**src/hdl/u8vd_pkg.sv**
```systemverilog
// Shared types, constants and helpers of the UTF-8 validating decoder.
package u8vd_pkg;

	localparam int unsigned QAW    = 2;
	localparam int unsigned QDEPTH = 1 << QAW;

	localparam logic [7:0]  REP_B0 = 8'hEF;
	localparam logic [7:0]  REP_B1 = 8'hBF;
	localparam logic [7:0]  REP_B2 = 8'hBD;
	localparam logic [20:0] CP_MIN2   = 21'h00080;
	localparam logic [20:0] CP_MIN3   = 21'h00800;
	localparam logic [20:0] CP_MIN4   = 21'h10000;
	localparam logic [20:0] SURR_LO   = 21'h0D800;
	localparam logic [20:0] SURR_HI   = 21'h0E000;
	localparam logic [20:0] CP_LIMIT  = 21'h110000;

	typedef struct packed {
		logic [7:0] b0;
		logic [7:0] b1;
		logic [7:0] b2;
		logic [7:0] b3;
		logic [2:0] len;
		logic       rep;
	} char_t;

	// one entry of the queue: a first character, optionally followed by a
	// second one that is either U+FFFD or a single ASCII byte
	typedef struct packed {
		char_t      first;
		logic       dual;
		logic       sec_rep;
		logic [7:0] sec_byte;
	} event_t;

	typedef struct packed {
		logic   empty;
		event_t head;
	} q_status_t;

	function automatic char_t rep_char();
		char_t c;
		c.b0  = REP_B0;
		c.b1  = REP_B1;
		c.b2  = REP_B2;
		c.b3  = 8'h00;
		c.len = 3'd3;
		c.rep = 1'b1;
		return c;
	endfunction

	function automatic char_t ascii_char(input logic [7:0] b);
		char_t c;
		c.b0  = b;
		c.b1  = 8'h00;
		c.b2  = 8'h00;
		c.b3  = 8'h00;
		c.len = 3'd1;
		c.rep = 1'b0;
		return c;
	endfunction

endpackage

```
**src/hdl/u8vd_byte_if.sv**
```systemverilog
// Byte channel into the decoder.
interface u8vd_byte_if;
	logic       valid;
	logic       ready;
	logic [7:0] in_byte;
	logic       end_of_stream;

	modport source (output valid, output in_byte, output end_of_stream, input ready);
	modport sink   (input valid, input in_byte, input end_of_stream, output ready);
endinterface

```
**src/hdl/u8vd_char_if.sv**
```systemverilog
// Character channel out of the decoder.
interface u8vd_char_if;
	logic       valid;
	logic       ready;
	logic [7:0] out_byte0;
	logic [7:0] out_byte1;
	logic [7:0] out_byte2;
	logic [7:0] out_byte3;
	logic [2:0] out_len;
	logic       is_replacement;
	logic       last_of_run;

	modport source (output valid, output out_byte0, output out_byte1, output out_byte2,
		output out_byte3, output out_len, output is_replacement, output last_of_run,
		input ready);
	modport sink   (input valid, input out_byte0, input out_byte1, input out_byte2,
		input out_byte3, input out_len, input is_replacement, input last_of_run,
		output ready);
endinterface

```
**src/hdl/u8vd_front.sv**
```systemverilog
// Front end: accepts bytes, tracks the pending character, classifies and queues results.
module u8vd_front (
	input  logic              clk,
	input  logic              arst_n,
	u8vd_byte_if.sink         rx,
	input  logic              q_full,
	output logic              push,
	output u8vd_pkg::event_t  push_data
);
	import u8vd_pkg::*;

	logic [2:0]  exp_len_q;
	logic [2:0]  seen_q;
	logic [20:0] acc_q;
	logic [7:0]  held_q [3];

	logic        accept;
	logic [7:0]  b;
	logic        lead_ascii, lead_bad;
	logic [2:0]  lead_len;
	logic [7:0]  lead_mask;
	logic        is_cont;
	logic [20:0] cp;
	logic [2:0]  seen_nxt;
	logic        done;
	logic        cp_bad;
	char_t       good_char;

	logic [2:0]  exp_len_d;
	logic [2:0]  seen_d;
	logic [20:0] acc_d;
	logic        held_we;
	logic [1:0]  held_idx;

	assign rx.ready = !q_full;
	assign accept   = rx.valid && rx.ready;
	assign b        = rx.in_byte;
	assign is_cont  = (b[7:6] == 2'b10);

	always_comb begin
		lead_ascii = !b[7];
		lead_bad   = (b[7:6] == 2'b10) || (b[7:1] == 7'b1111111);
		priority if (b[7:5] == 3'b110) begin
			lead_len  = 3'd2;
			lead_mask = 8'h1F;
		end else if (b[7:4] == 4'b1110) begin
			lead_len  = 3'd3;
			lead_mask = 8'h0F;
		end else if (b[7:3] == 5'b11110) begin
			lead_len  = 3'd4;
			lead_mask = 8'h07;
		end else if (b[7:2] == 6'b111110) begin
			lead_len  = 3'd5;
			lead_mask = 8'h03;
		end else begin
			lead_len  = 3'd6;
			lead_mask = 8'h01;
		end
	end

	always_comb begin
		cp       = {acc_q[14:0], b[5:0]};
		seen_nxt = seen_q + 3'd1;
		done     = (seen_nxt >= exp_len_q);
		cp_bad   = (exp_len_q > 3'd4)
			|| ((exp_len_q == 3'd2) && (cp < CP_MIN2))
			|| ((exp_len_q == 3'd3) && (cp < CP_MIN3))
			|| ((exp_len_q == 3'd4) && (cp < CP_MIN4))
			|| ((cp >= SURR_LO) && (cp < SURR_HI))
			|| (cp >= CP_LIMIT);
		good_char.rep = 1'b0;
		good_char.b0  = held_q[0];
		good_char.len = exp_len_q;
		unique case (exp_len_q)
			3'd2: begin
				good_char.b1 = b;
				good_char.b2 = 8'h00;
				good_char.b3 = 8'h00;
			end
			3'd3: begin
				good_char.b1 = held_q[1];
				good_char.b2 = b;
				good_char.b3 = 8'h00;
			end
			default: begin
				good_char.b1 = held_q[1];
				good_char.b2 = held_q[2];
				good_char.b3 = b;
			end
		endcase
	end

	always_comb begin
		exp_len_d = exp_len_q;
		seen_d    = seen_q;
		acc_d     = acc_q;
		held_we   = 1'b0;
		held_idx  = 2'd0;
		push      = 1'b0;
		push_data = '0;
		if (accept) begin
			priority if (exp_len_q == 3'd0) begin
				if (!rx.end_of_stream) begin
					priority if (lead_ascii) begin
						push            = 1'b1;
						push_data.first = ascii_char(b);
					end else if (lead_bad) begin
						push            = 1'b1;
						push_data.first = rep_char();
					end else begin
						exp_len_d = lead_len;
						seen_d    = 3'd1;
						acc_d     = {13'd0, b & lead_mask};
						held_we   = 1'b1;
					end
				end
			end else if (rx.end_of_stream) begin
				push            = 1'b1;
				push_data.first = rep_char();
				exp_len_d       = 3'd0;
				seen_d          = 3'd0;
				acc_d           = '0;
			end else if (!is_cont) begin
				push            = 1'b1;
				push_data.first = rep_char();
				exp_len_d       = 3'd0;
				seen_d          = 3'd0;
				acc_d           = '0;
				priority if (lead_ascii) begin
					push_data.dual     = 1'b1;
					push_data.sec_byte = b;
				end else if (lead_bad) begin
					push_data.dual    = 1'b1;
					push_data.sec_rep = 1'b1;
				end else begin
					exp_len_d = lead_len;
					seen_d    = 3'd1;
					acc_d     = {13'd0, b & lead_mask};
					held_we   = 1'b1;
				end
			end else begin
				held_we  = (seen_q < 3'd3);
				held_idx = seen_q[1:0];
				if (done) begin
					push            = 1'b1;
					push_data.first = cp_bad ? rep_char() : good_char;
					exp_len_d       = 3'd0;
					seen_d          = 3'd0;
					acc_d           = '0;
				end else begin
					seen_d = seen_nxt;
					acc_d  = cp;
				end
			end
		end
	end

	always_ff @(posedge clk or negedge arst_n) begin
		if (!arst_n) begin
			exp_len_q <= 3'd0;
			seen_q    <= 3'd0;
			acc_q     <= '0;
		end else begin
			exp_len_q <= exp_len_d;
			seen_q    <= seen_d;
			acc_q     <= acc_d;
		end
	end

	always_ff @(posedge clk) begin
		if (held_we) begin
			held_q[held_idx] <= b;
		end
	end

endmodule

```
**src/hdl/u8vd_queue.sv**
```systemverilog
// Short queue of classified results between front and back ends.
module u8vd_queue (
	input  logic                 clk,
	input  logic                 arst_n,
	input  logic                 push,
	input  u8vd_pkg::event_t     push_data,
	output logic                 full,
	input  logic                 pop,
	output u8vd_pkg::q_status_t  status
);
	import u8vd_pkg::*;

	event_t           mem_q [QDEPTH];
	logic [QAW-1:0]   wr_ptr_q;
	logic [QAW-1:0]   rd_ptr_q;
	logic [QAW:0]     cnt_q;

	assign full         = (cnt_q == (QAW+1)'(QDEPTH));
	assign status.empty = (cnt_q == '0);
	assign status.head  = mem_q[rd_ptr_q];

	always_ff @(posedge clk or negedge arst_n) begin
		if (!arst_n) begin
			wr_ptr_q <= '0;
			rd_ptr_q <= '0;
			cnt_q    <= '0;
		end else begin
			if (push) begin
				wr_ptr_q <= wr_ptr_q + 1'b1;
			end
			if (pop) begin
				rd_ptr_q <= rd_ptr_q + 1'b1;
			end
			unique case ({push, pop})
				2'b10:   cnt_q <= cnt_q + 1'b1;
				2'b01:   cnt_q <= cnt_q - 1'b1;
				default: cnt_q <= cnt_q;
			endcase
		end
	end

	always_ff @(posedge clk) begin
		if (push) begin
			mem_q[wr_ptr_q] <= push_data;
		end
	end

endmodule

```
**src/hdl/u8vd_back.sv**
```systemverilog
// Back end: expands queued results into output beats held in an output register.
module u8vd_back (
	input  logic                 clk,
	input  logic                 arst_n,
	input  u8vd_pkg::q_status_t  status,
	output logic                 pop,
	u8vd_char_if.source          tx
);
	import u8vd_pkg::*;

	logic  valid_q;
	logic  second_q;
	char_t char_q;
	logic  last_q;

	logic  load;
	char_t sec_char;

	assign load     = !valid_q || tx.ready;
	assign sec_char = status.head.sec_rep ? rep_char() : ascii_char(status.head.sec_byte);
	assign pop      = load && !status.empty && (second_q || !status.head.dual);

	always_ff @(posedge clk or negedge arst_n) begin
		if (!arst_n) begin
			valid_q  <= 1'b0;
			second_q <= 1'b0;
		end else if (load) begin
			valid_q <= !status.empty;
			if (!status.empty) begin
				second_q <= !second_q && status.head.dual;
			end
		end
	end

	always_ff @(posedge clk) begin
		if (load && !status.empty) begin
			if (second_q) begin
				char_q <= sec_char;
				last_q <= 1'b1;
			end else begin
				char_q <= status.head.first;
				last_q <= !status.head.dual;
			end
		end
	end

	assign tx.valid          = valid_q;
	assign tx.out_byte0      = char_q.b0;
	assign tx.out_byte1      = char_q.b1;
	assign tx.out_byte2      = char_q.b2;
	assign tx.out_byte3      = char_q.b3;
	assign tx.out_len        = char_q.len;
	assign tx.is_replacement = char_q.rep;
	assign tx.last_of_run    = last_q;

endmodule

```
**src/hdl/utf8_validating_decoder.sv**
```systemverilog
// Top level of the UTF-8 validating decoder.
//
// rx takes one beat per byte: in_byte, and end_of_stream to flush a pending
// character (in_byte is then ignored). tx gives one beat per character: up
// to four UTF-8 bytes, out_len, is_replacement for U+FFFD (EF BF BD), and
// last_of_run on the final beat caused by one input byte.
// A byte is accepted whenever the four-entry result queue has room, so the
// block takes one byte per cycle. A byte that completes a character is
// written to the queue and moves on into the output register once that
// register is free. A byte that closes a broken character and is itself
// an ASCII or invalid byte yields two beats from one queue entry, which
// the back end sends in order. When tx stalls the output register holds
// its beat, the queue fills, and rx.ready drops when all four are taken.
// Reset empties the queue, clears the output valid flag and drops any
// pending character.
module utf8_validating_decoder (
	input  logic        clk,
	input  logic        arst_n,
	u8vd_byte_if.sink   rx,
	u8vd_char_if.source tx
);
	import u8vd_pkg::*;

	logic      push;
	event_t    push_data;
	logic      q_full;
	logic      pop;
	q_status_t q_status;

	u8vd_front u_front (
		.clk       (clk),
		.arst_n    (arst_n),
		.rx        (rx),
		.q_full    (q_full),
		.push      (push),
		.push_data (push_data)
	);

	u8vd_queue u_queue (
		.clk       (clk),
		.arst_n    (arst_n),
		.push      (push),
		.push_data (push_data),
		.full      (q_full),
		.pop       (pop),
		.status    (q_status)
	);

	u8vd_back u_back (
		.clk    (clk),
		.arst_n (arst_n),
		.status (q_status),
		.pop    (pop),
		.tx     (tx)
	);

	a_no_pop_empty: assert property (@(posedge clk) disable iff (!arst_n)
		pop |-> !q_status.empty)
		else $error("pop from empty queue");

	a_no_push_full: assert property (@(posedge clk) disable iff (!arst_n)
		push |-> !q_full)
		else $error("push into full queue");

	a_rep_shape: assert property (@(posedge clk) disable iff (!arst_n)
		(tx.valid && tx.is_replacement) |->
			(tx.out_len == 3'd3 && tx.out_byte0 == REP_B0 && tx.out_byte3 == 8'h00))
		else $error("malformed replacement beat");

	a_first_of_pair: assert property (@(posedge clk) disable iff (!arst_n)
		(tx.valid && tx.ready && !tx.last_of_run) |=> (tx.valid && tx.last_of_run))
		else $error("second beat of a pair missing");

endmodule
```
**src/flat_wrapper.sv**
```systemverilog
// flat-port wrapper written by rule: the top's interface ports become plain ports
module utf8_validating_decoder_flat import u8vd_pkg::*;
  (clk, arst_n, rx_valid, rx_in_byte, rx_end_of_stream, rx_ready, tx_valid, tx_out_byte0, tx_out_byte1, tx_out_byte2, tx_out_byte3, tx_out_len, tx_is_replacement, tx_last_of_run, tx_ready);
  u8vd_byte_if rx_i ();
  u8vd_char_if tx_i ();
  input  logic clk;
  input  logic arst_n;
  input wire logic [$bits(rx_i.valid)-1:0] rx_valid;
  input wire logic [$bits(rx_i.in_byte)-1:0] rx_in_byte;
  input wire logic [$bits(rx_i.end_of_stream)-1:0] rx_end_of_stream;
  output wire logic [$bits(rx_i.ready)-1:0] rx_ready;
  output wire logic [$bits(tx_i.valid)-1:0] tx_valid;
  output wire logic [$bits(tx_i.out_byte0)-1:0] tx_out_byte0;
  output wire logic [$bits(tx_i.out_byte1)-1:0] tx_out_byte1;
  output wire logic [$bits(tx_i.out_byte2)-1:0] tx_out_byte2;
  output wire logic [$bits(tx_i.out_byte3)-1:0] tx_out_byte3;
  output wire logic [$bits(tx_i.out_len)-1:0] tx_out_len;
  output wire logic [$bits(tx_i.is_replacement)-1:0] tx_is_replacement;
  output wire logic [$bits(tx_i.last_of_run)-1:0] tx_last_of_run;
  input wire logic [$bits(tx_i.ready)-1:0] tx_ready;
  assign rx_i.valid = rx_valid;
  assign rx_i.in_byte = rx_in_byte;
  assign rx_i.end_of_stream = rx_end_of_stream;
  assign rx_ready = rx_i.ready;
  assign tx_valid = tx_i.valid;
  assign tx_out_byte0 = tx_i.out_byte0;
  assign tx_out_byte1 = tx_i.out_byte1;
  assign tx_out_byte2 = tx_i.out_byte2;
  assign tx_out_byte3 = tx_i.out_byte3;
  assign tx_out_len = tx_i.out_len;
  assign tx_is_replacement = tx_i.is_replacement;
  assign tx_last_of_run = tx_i.last_of_run;
  assign tx_i.ready = tx_ready;
  utf8_validating_decoder u_core (.clk(clk), .arst_n(arst_n), .rx(rx_i), .tx(tx_i));
endmodule
```
**config.mk**
```make
export PLATFORM = sky130hd
export DESIGN_NAME = utf8_validating_decoder_flat
export DESIGN_NICKNAME = d
export VERILOG_FILES = /design/src/hdl/u8vd_pkg.sv /design/src/hdl/u8vd_byte_if.sv /design/src/hdl/u8vd_char_if.sv /design/src/hdl/u8vd_front.sv /design/src/hdl/u8vd_queue.sv /design/src/hdl/u8vd_back.sv /design/src/hdl/utf8_validating_decoder.sv /design/src/flat_wrapper.sv
export SDC_FILE = /design/constraint.sdc
export NUM_CORES = 1
export LEC_CHECK = 0
export ABC_AREA = 1
export BUFFER_PORTS_ARGS = -buffer_cell sky130_fd_sc_hd__buf_4
export CORE_MARGIN = 2
export CORE_UTILIZATION = 55
export CTS_CLUSTER_DIAMETER = 100
export DETAILED_ROUTE_END_ITERATION = 6
export MAX_ROUTING_LAYER = met4
export PLACE_DENSITY = 0.71
export REMOVE_ABC_BUFFERS = 1
export SLEW_MARGIN = 20
export SYNTH_ARGS = -nofsm -noshare
export SYNTH_HDL_FRONTEND = slang
export SYNTH_SLANG_ARGS = --single-unit
export TNS_END_PERCENT = 5
```
**constraint.sdc**
```tcl
create_clock -name clk -period 8.8 [get_ports clk]
set_clock_uncertainty 0.15 [all_clocks]
set_input_delay 1.76 -clock clk [delete_from_list [all_inputs] [get_ports clk]]
set_output_delay 1.76 -clock clk [all_outputs]
set_load 0.01 [all_outputs]
```
==> out/results.txt, run 1 <==
DRT Wirelength - 24.9 mm
period utilization - 41.6%
Synth top area share - 63.8%
worst min path class - reg2reg
routed via count - 7424
Die Y - 148 um
Layout area overhead - 13.1%
R2R Setup Slk - 5.15 ns
PortBufs - 51
total track usage - 23.8%
Post-synth EDFFs - 241
Worst-path clk slew - 0.06 ns
Die X - 148 um
worst slew pin tran - 1.08 ns
post_cts resized - 0
total CTS buffers - 26
io pins - 52
Hold Violations, Final - 0
FF+latch area - 7990 um2
Post-Syn Area - 11300 um2
starting density of the core - 56.1%
# Post-CTS Setup Buffers - 0
Slew Viols, Final - 0
Hold-fix buffers, CTS - 0
DIE AREA - 21800 um2
Crit-path slowest cell - fa_1
Top Layer Used - met4
first-pass GRT wire length - 38.8 mm
Lkg Pwr - 4.87 nW
ratio of cells with drive above 1 in the final layout - 12.9%
Max VDD drop - 0.000221 V
Final min period - 3.66 ns
clock root buffer - clkbuf_16
CP Cell Sequence - buf_4, inv_1, nor2_2, nand2_4, nor2_8, nand2_4, nand2_2, ha_1, inv_1, fa_1, a21oi_1, o21ai_0, xor2_1
number of global-route vias before repair - 6943
Ys Warns - 0
footprint of the multi-input gates - 3030 um2
WP data required - 9.05 ns
number of antenna violations at the first check in global routing - 0
Setup crit end kind - flop
DRT Pass-1 Iters - 5
Netlist cell types - 41
Worst Reg2Reg Path Length in Cells - 13
predominant post-synthesis flop cell - edfxtp_1
status - complete, no violations
Max Freq - 273 MHz
final setup violation count - 0
Iteration-0 DRC Markers - 708
Worst setup SP type - primary input
RR Endpoint - u_core.u_queue.cnt_q[2]
grt ovf - 0
fill cell count - 1554
met2 wire length - 12.1 mm
Worst Setup SP - rx_in_byte[7]
asr flop ratio synth - 11.1%
commonest non-fill, non-tap cells in the layout - edfxtp_1 (241), nor2_1 (217), nand2_1 (129)
number of max-cap violations - 0
worst r2r src - u_core.u_front.exp_len_q[2]
#FFs+latches synth - 271
Seq/Total Area, Yosys - 70.4%
DRT antenna net count - 0
pwr dens - 361 nW/um2
largest area contributor in the netlist - edfxtp_1
met1 wire length - 10.4 mm
commonest non-fill, non-tap cell in the layout - edfxtp_1
CTS sink cnt - 271
Worst-Skew Late Latency - 0.52 ns
Synth area leaders - edfxtp_1 (64%), nor2_1 (7.3%), dfrtp_1 (6.6%)
gpl congestion - 0.911
CP Max Fanout - 10
Synth Instances - 984
# rows - 52
largest net degree at the start of global routing - 93
H-tree levels - 1
Wirelength per Cell - 18.8 um
Slew HR - 28.0%
CP top delay family - simple AND/OR/NAND/NOR gates
critical setup path kind - in2reg
syn_area_per_cell - 11.5 um2
nets - 1056
Buf+Inv Stages, Crit Path - 3
CP Depth - 13
metal3 WL - 1.85 mm
Sum Neg Setup Slack - 0 ns
via-per-instance ratio - 5.61
DRC viols - 0
Diodes inserted - 0
dpl hpwl - 15.7 mm
maximum clock insertion buffer count - 3
PnR Total Power - 4.63 mW
Worst Setup EP - u_core.u_queue.cnt_q[2]
core outline area - 20200 um2
TritonCTS clock tree - built
CP peak stage delay - 0.37 ns
RSZ-0062 raised after global routing - no
Worst EP arrival - 3.91 ns
==> report_power, final <==
group | internal, mW | switching [mW] | total [mW]
Clock | 0.647 | 0.443 | 1.09
Combinational | 0.468 | 1.05 | 1.52
Sequential | 1.88 | 0.148 | 2.03
Total | 2.99 | 1.64 | 4.63
==> per-layer routing <==
layer,global-route usage [%],vias to the layer above
li1,-,3530
met1,32.8,3579
met2,37.5,269
met3,3.58,46
met4,6.63,0
met5,-,-
==> through the flow <==
stage / hold WS [ns] / setup WS (ns) / cells / cell area [um2] / util [%]
global placement: 0.310 / 4.58 / 1275 / 12000 / 59.3
global route: 0.339 / 4.96 / 1323 / 12800 / 63.5
floorplan: 0.292 / 3.37 / 945 / 11200 / -
detailed placement: 0.316 / 4.50 / 1275 / 12000 / 59.3
CTS: 0.329 / 5.05 / 1323 / 12800 / 63.4
finish: 0.322 / 5.14 / 1323 / 12800 / 63.5
==> cell usage after synthesis (14+ instances only) <==
master,count
a31oi_1,17
nand3_1,20
a21oi_1,24
edfxtp_1,241
clkbuf_1,18
o22ai_1,14
dfrtp_1,30
nor2_1,221
o21ai_0,122
nand2_1,129
inv_1,42
buf_2,19
==> worst min-delay path: stages, from the launching register on <==
cell	delay, ns
dfrtp_1	0.35
nand2_1	0.06
nand2_1	0.04
==> sequential cells by signal, summed over array words and instances, names as in the netlist, 3 cells and up <==
signal / cells
u_core.u_front.seen_q: 3
u_core.u_back.tx.out_byte3: 8
u_core.u_back.tx.out_byte0: 8
u_core.u_front.held_q: 24
u_core.u_back.tx.out_byte2: 8
u_core.u_back.tx.out_byte1: 8
u_core.u_queue.cnt_q: 3
u_core.u_back.tx.out_len: 3
u_core.u_queue.mem_q: 180
u_core.u_front.acc_q: 15
u_core.u_front.exp_len_q: 3
==> worst min path at each step <==
stage | start | to | slack (ns) | cells past startpoint
global placement | u_core.u_front.acc_q[0] | u_core.u_front.acc_q[6] | 0.31 | 2
global route | u_core.u_front.acc_q[0] | u_core.u_front.acc_q[6] | 0.34 | 2
CTS | u_core.u_front.acc_q[0] | u_core.u_front.acc_q[6] | 0.33 | 2
finish | u_core.u_front.acc_q[0] | u_core.u_front.acc_q[6] | 0.32 | 2
floorplan | u_core.u_front.acc_q[0] | u_core.u_front.acc_q[6] | 0.29 | 2
detailed placement | u_core.u_front.acc_q[0] | u_core.u_front.acc_q[6] | 0.32 | 2
==> layout make-up <==
type | count | share of cell area [%]
Tap cell | 270 | 2.63
Clock buffer | 40 | 5.88
Timing Repair Buffer | 60 | 3.51
Sequential cell | 271 | 62.2
Inverter | 51 | 1.49
Clock inverter | 8 | 0.702
Multi-Input combinational cell | 623 | 23.6
==> kinds of logic after synthesis <==
family          count (synthesis)  share of synthesized area [%]
compound gates                196                           9.38
xor+xnor                        4                          0.309
fa+ha+maj                      10                           1.17
buf+inv                        93                           3.48
flops                         271                           70.4
other cells                     1                         0.0330
simple gates                  409                           15.2
Power figures use the tool's default switching activity.
==> inputs of run 2 (changes only) <==
--- a/config.mk
+++ b/config.mk
@@ -5,14 +5,14 @@
 export SDC_FILE = /design/constraint.sdc
 export NUM_CORES = 1
 export LEC_CHECK = 0
-export ABC_AREA = 1
+export ABC_AREA = 0
 export BUFFER_PORTS_ARGS = -buffer_cell sky130_fd_sc_hd__buf_4
 export CORE_MARGIN = 2
 export CORE_UTILIZATION = 55
 export CTS_CLUSTER_DIAMETER = 100
 export DETAILED_ROUTE_END_ITERATION = 6
 export MAX_ROUTING_LAYER = met4
-export PLACE_DENSITY = 0.71
+export PLACE_DENSITY = 0.73
 export REMOVE_ABC_BUFFERS = 1
 export SLEW_MARGIN = 20
 export SYNTH_ARGS = -nofsm -noshare
==> constraint.sdc (replaced) <==
create_clock -name clk -period 3.1 [get_ports clk]
set_clock_uncertainty 0.15 [all_clocks]
set_input_delay 0.62 -clock clk [delete_from_list [all_inputs] [get_ports clk]]
set_output_delay 0.62 -clock clk [all_outputs]
set_load 0.01 [all_outputs]
==> run 2 against run 1 <==
Critical path depth rose by 1. Total power rose to 2.6 times the previous value. Wire length fell by 14%. Final cell count fell by 20%. Clock power rose to 2.8 times the previous value. Combinational power rose by 130%. Global-route usage fell by 2.3 points. Largest cell class unchanged. Sequential power rose to 2.6 times the previous value. First-iteration DRC count fell by 45%. Die area fell by 2.1%.
==> out/results.txt, run 2 <==
critical setup path kind - reg2reg
Setup crit end kind - flop
Lkg Pwr - 4.67 nW
pwr dens - 927 nW/um2
CP Max Fanout - 3
Worst Hold Path EP - u_core.u_back.tx.valid
number of global-route vias before repair - 6337
top-count cell post-synth - edfxtp_1
CTS sink cnt - 271
first-pass GRT wire length - 34.7 mm
Worst-Skew Late Latency - 0.52 ns
Worst-path clk slew - 0.06 ns
period utilization - 94.0%
worst min path class - in2reg
total track usage - 21.5%
Biggest register - u_core.u_queue.mem_q
Sum Neg Setup Slack - 0 ns
total CTS buffers - 27
Layout area overhead - 15.1%
DRC viols - 0
PnR Total Power - 11.8 mW
nets - 792
Largest register FFs - 180
Die X - 146 um
top flop regs - u_core.u_queue.mem_q (180), u_core.u_front.held_q (24), u_core.u_front.acc_q (15)
post-synthesis adder-cell area fraction - 1.20%
mux share of post-synthesis cell area - 9.95%
routed via count - 6072
PortBufs - 51
Ys Warns - 0
grt ovf - 0
Worst setup SP type - flop
largest family of logic cells by synthesized area - multiplexers
final setup violation count - 0
#FFs+latches synth - 271
Final min period - 2.91 ns
maximum clock insertion buffer count - 3
Slew HR - 55.1%
DRT antenna net count - 0
ratio of cells with drive above 1 in the final layout - 24.0%
synth cell count leaders - edfxtp_1 (241), nand2_1 (113), mux4_2 (45), dfrtp_1 (30), o21ai_0 (30)
worst hold path depth - 4
pre-CTS WS - 0.103 ns
predominant post-synthesis flop cell - edfxtp_1
io pins - 52
worst r2r src - u_core.u_front.seen_q[1]
Hold Violations, Final - 0
largest net degree at the start of global routing - 46
Slew Viols, Final - 0
Netlist cell types - 63
Worst EP arrival - 3.21 ns
dpl hpwl - 13.0 mm
H-tree levels - 1
hold_sp - tx_ready
commonest non-fill, non-tap cells in the layout - edfxtp_1 (241), nand2_1 (113), buf_4 (77)
Post-synth EDFFs - 241
Worst Reg2Reg Path Length in Cells - 14
core outline area - 19700 um2
DRT Wirelength - 21.5 mm
DIE AREA - 21300 um2
R2R Setup Slk - 0.19 ns
Die Y - 146 um
# rows - 51
via-per-instance ratio - 5.76
Synth area leaders - edfxtp_1 (65%), mux4_2 (9.1%), dfrtp_1 (6.8%)
commonest non-fill, non-tap cell in the layout - edfxtp_1
asr flop ratio synth - 11.1%
Diodes inserted - 0
Synth top area share - 65.2%
RR Endpoint - u_core.u_queue.cnt_q[2]
Synth Instances - 691
clock root buffer - clkbuf_16
number of antenna violations at the first check in global routing - 0
number of max-cap violations - 0
Compound-Gate Fraction of Synth Area - 4.96%
Post-Syn Area - 11100 um2
Max Freq - 343 MHz
WP data required - 3.40 ns
starting density of the core - 56.5%
TritonCTS clock tree - built
syn_area_per_cell - 16.1 um2
gpl congestion - 0.915
Layout Utilization - 65.0%
Max VDD drop - 0.000464 V
Wirelength per Cell - 20.4 um
status - complete, no violations
largest area contributor in the netlist - edfxtp_1
Seq/Total Area, Yosys - 72.0%
final worst slack - 0.186 ns
worst slew pin tran - 0.670 ns
simple-gate share of the synthesized area - 8.97%
xor/xnor share of the synthesized area - 0.631%
DRT Pass-1 Iters - 5
fill cell count - 1419
Iteration-0 DRC Markers - 388
run 2: repair_timing:
item                                    in CTS  in global routing
hold endpoints to repair                    30                  0
buffers inserted                             0                  1
endpoints found under the setup margin       0                  1
hold buffers                                 1                  0
gates resized for setup                      0                  1
run 2: critical path, stage by stage, from the launching register on:
cell and delay, ns:
dfrtp_1 0.40, ha_2 0.21, xor2_1 0.14, ha_1 0.30, a21oi_1 0.12, o21ai_1 0.11, nor2_2 0.18, a211oi_4 0.07
inv_1 0.10, ha_1 0.17, inv_1 0.06, fa_1 0.38, xor2_1 0.15, nor2_1 0.14, xor2_1 0.16
run 2: report_power, final:
part           internal (mW)  total (mW)  switching [mW]
logic                   1.55        3.53            1.98
clock network           1.77        3.05            1.28
registers               5.03        5.27           0.234
run 2: cell type report:
cell class              count  area [um2]  share of cell area [%]
flip-flops and latches    271        7990                    62.5
inverters                  21        78.8                   0.617
repair buffers             82         668                    5.23
clock buffers              34         702                    5.49
multi-input cells         366        2880                    22.5
well taps                 265         332                    2.59
clock inverters            15         130                    1.02
run 2: metal layers:
metal  up-vias  track usage (%)  routed length [um]
li1       2768                -                   -
met4         0             5.83                 403
met3        27             3.31                1210
met1      3083             28.2                8900
met5         -                -                   0
met2       194             35.8               11000
run 2: how the worst max path moves through the flow:
stage / endpoint / slack (ns) / start
after floorplan: u_core.u_queue.cnt_q[2] / -0.98 / u_core.u_queue.rd_ptr_q[0]
after global placement: u_core.u_queue.cnt_q[2] / 0.24 / u_core.u_front.seen_q[1]
after detailed placement: u_core.u_queue.cnt_q[2] / 0.10 / u_core.u_front.seen_q[1]
after CTS: u_core.u_queue.cnt_q[2] / 0.11 / u_core.u_front.seen_q[1]
after global routing: u_core.u_queue.cnt_q[2] / -0.004 / u_core.u_front.seen_q[1]
final: u_core.u_queue.cnt_q[2] / 0.19 / u_core.u_front.seen_q[1]
run 2: metrics by stage:
stage	cell area (um2)	std cells	hold WS, ns
after detailed placement	11900	1003	0.327
after floorplan	10900	658	0.174
final	12800	1054	0.202
after CTS	12800	1053	0.196
after global placement	11900	1003	0.324
after global routing	12800	1054	0.206
run 2: kinds of logic after synthesis:
| group | after synthesis |
|---|---|
| compound gates | 81 |
| xor+xnor | 8 |
| fa+ha+maj | 10 |
| buf+inv | 57 |
| flops | 271 |
| mux | 54 |
| other cells | 1 |
| simple gates | 209 |
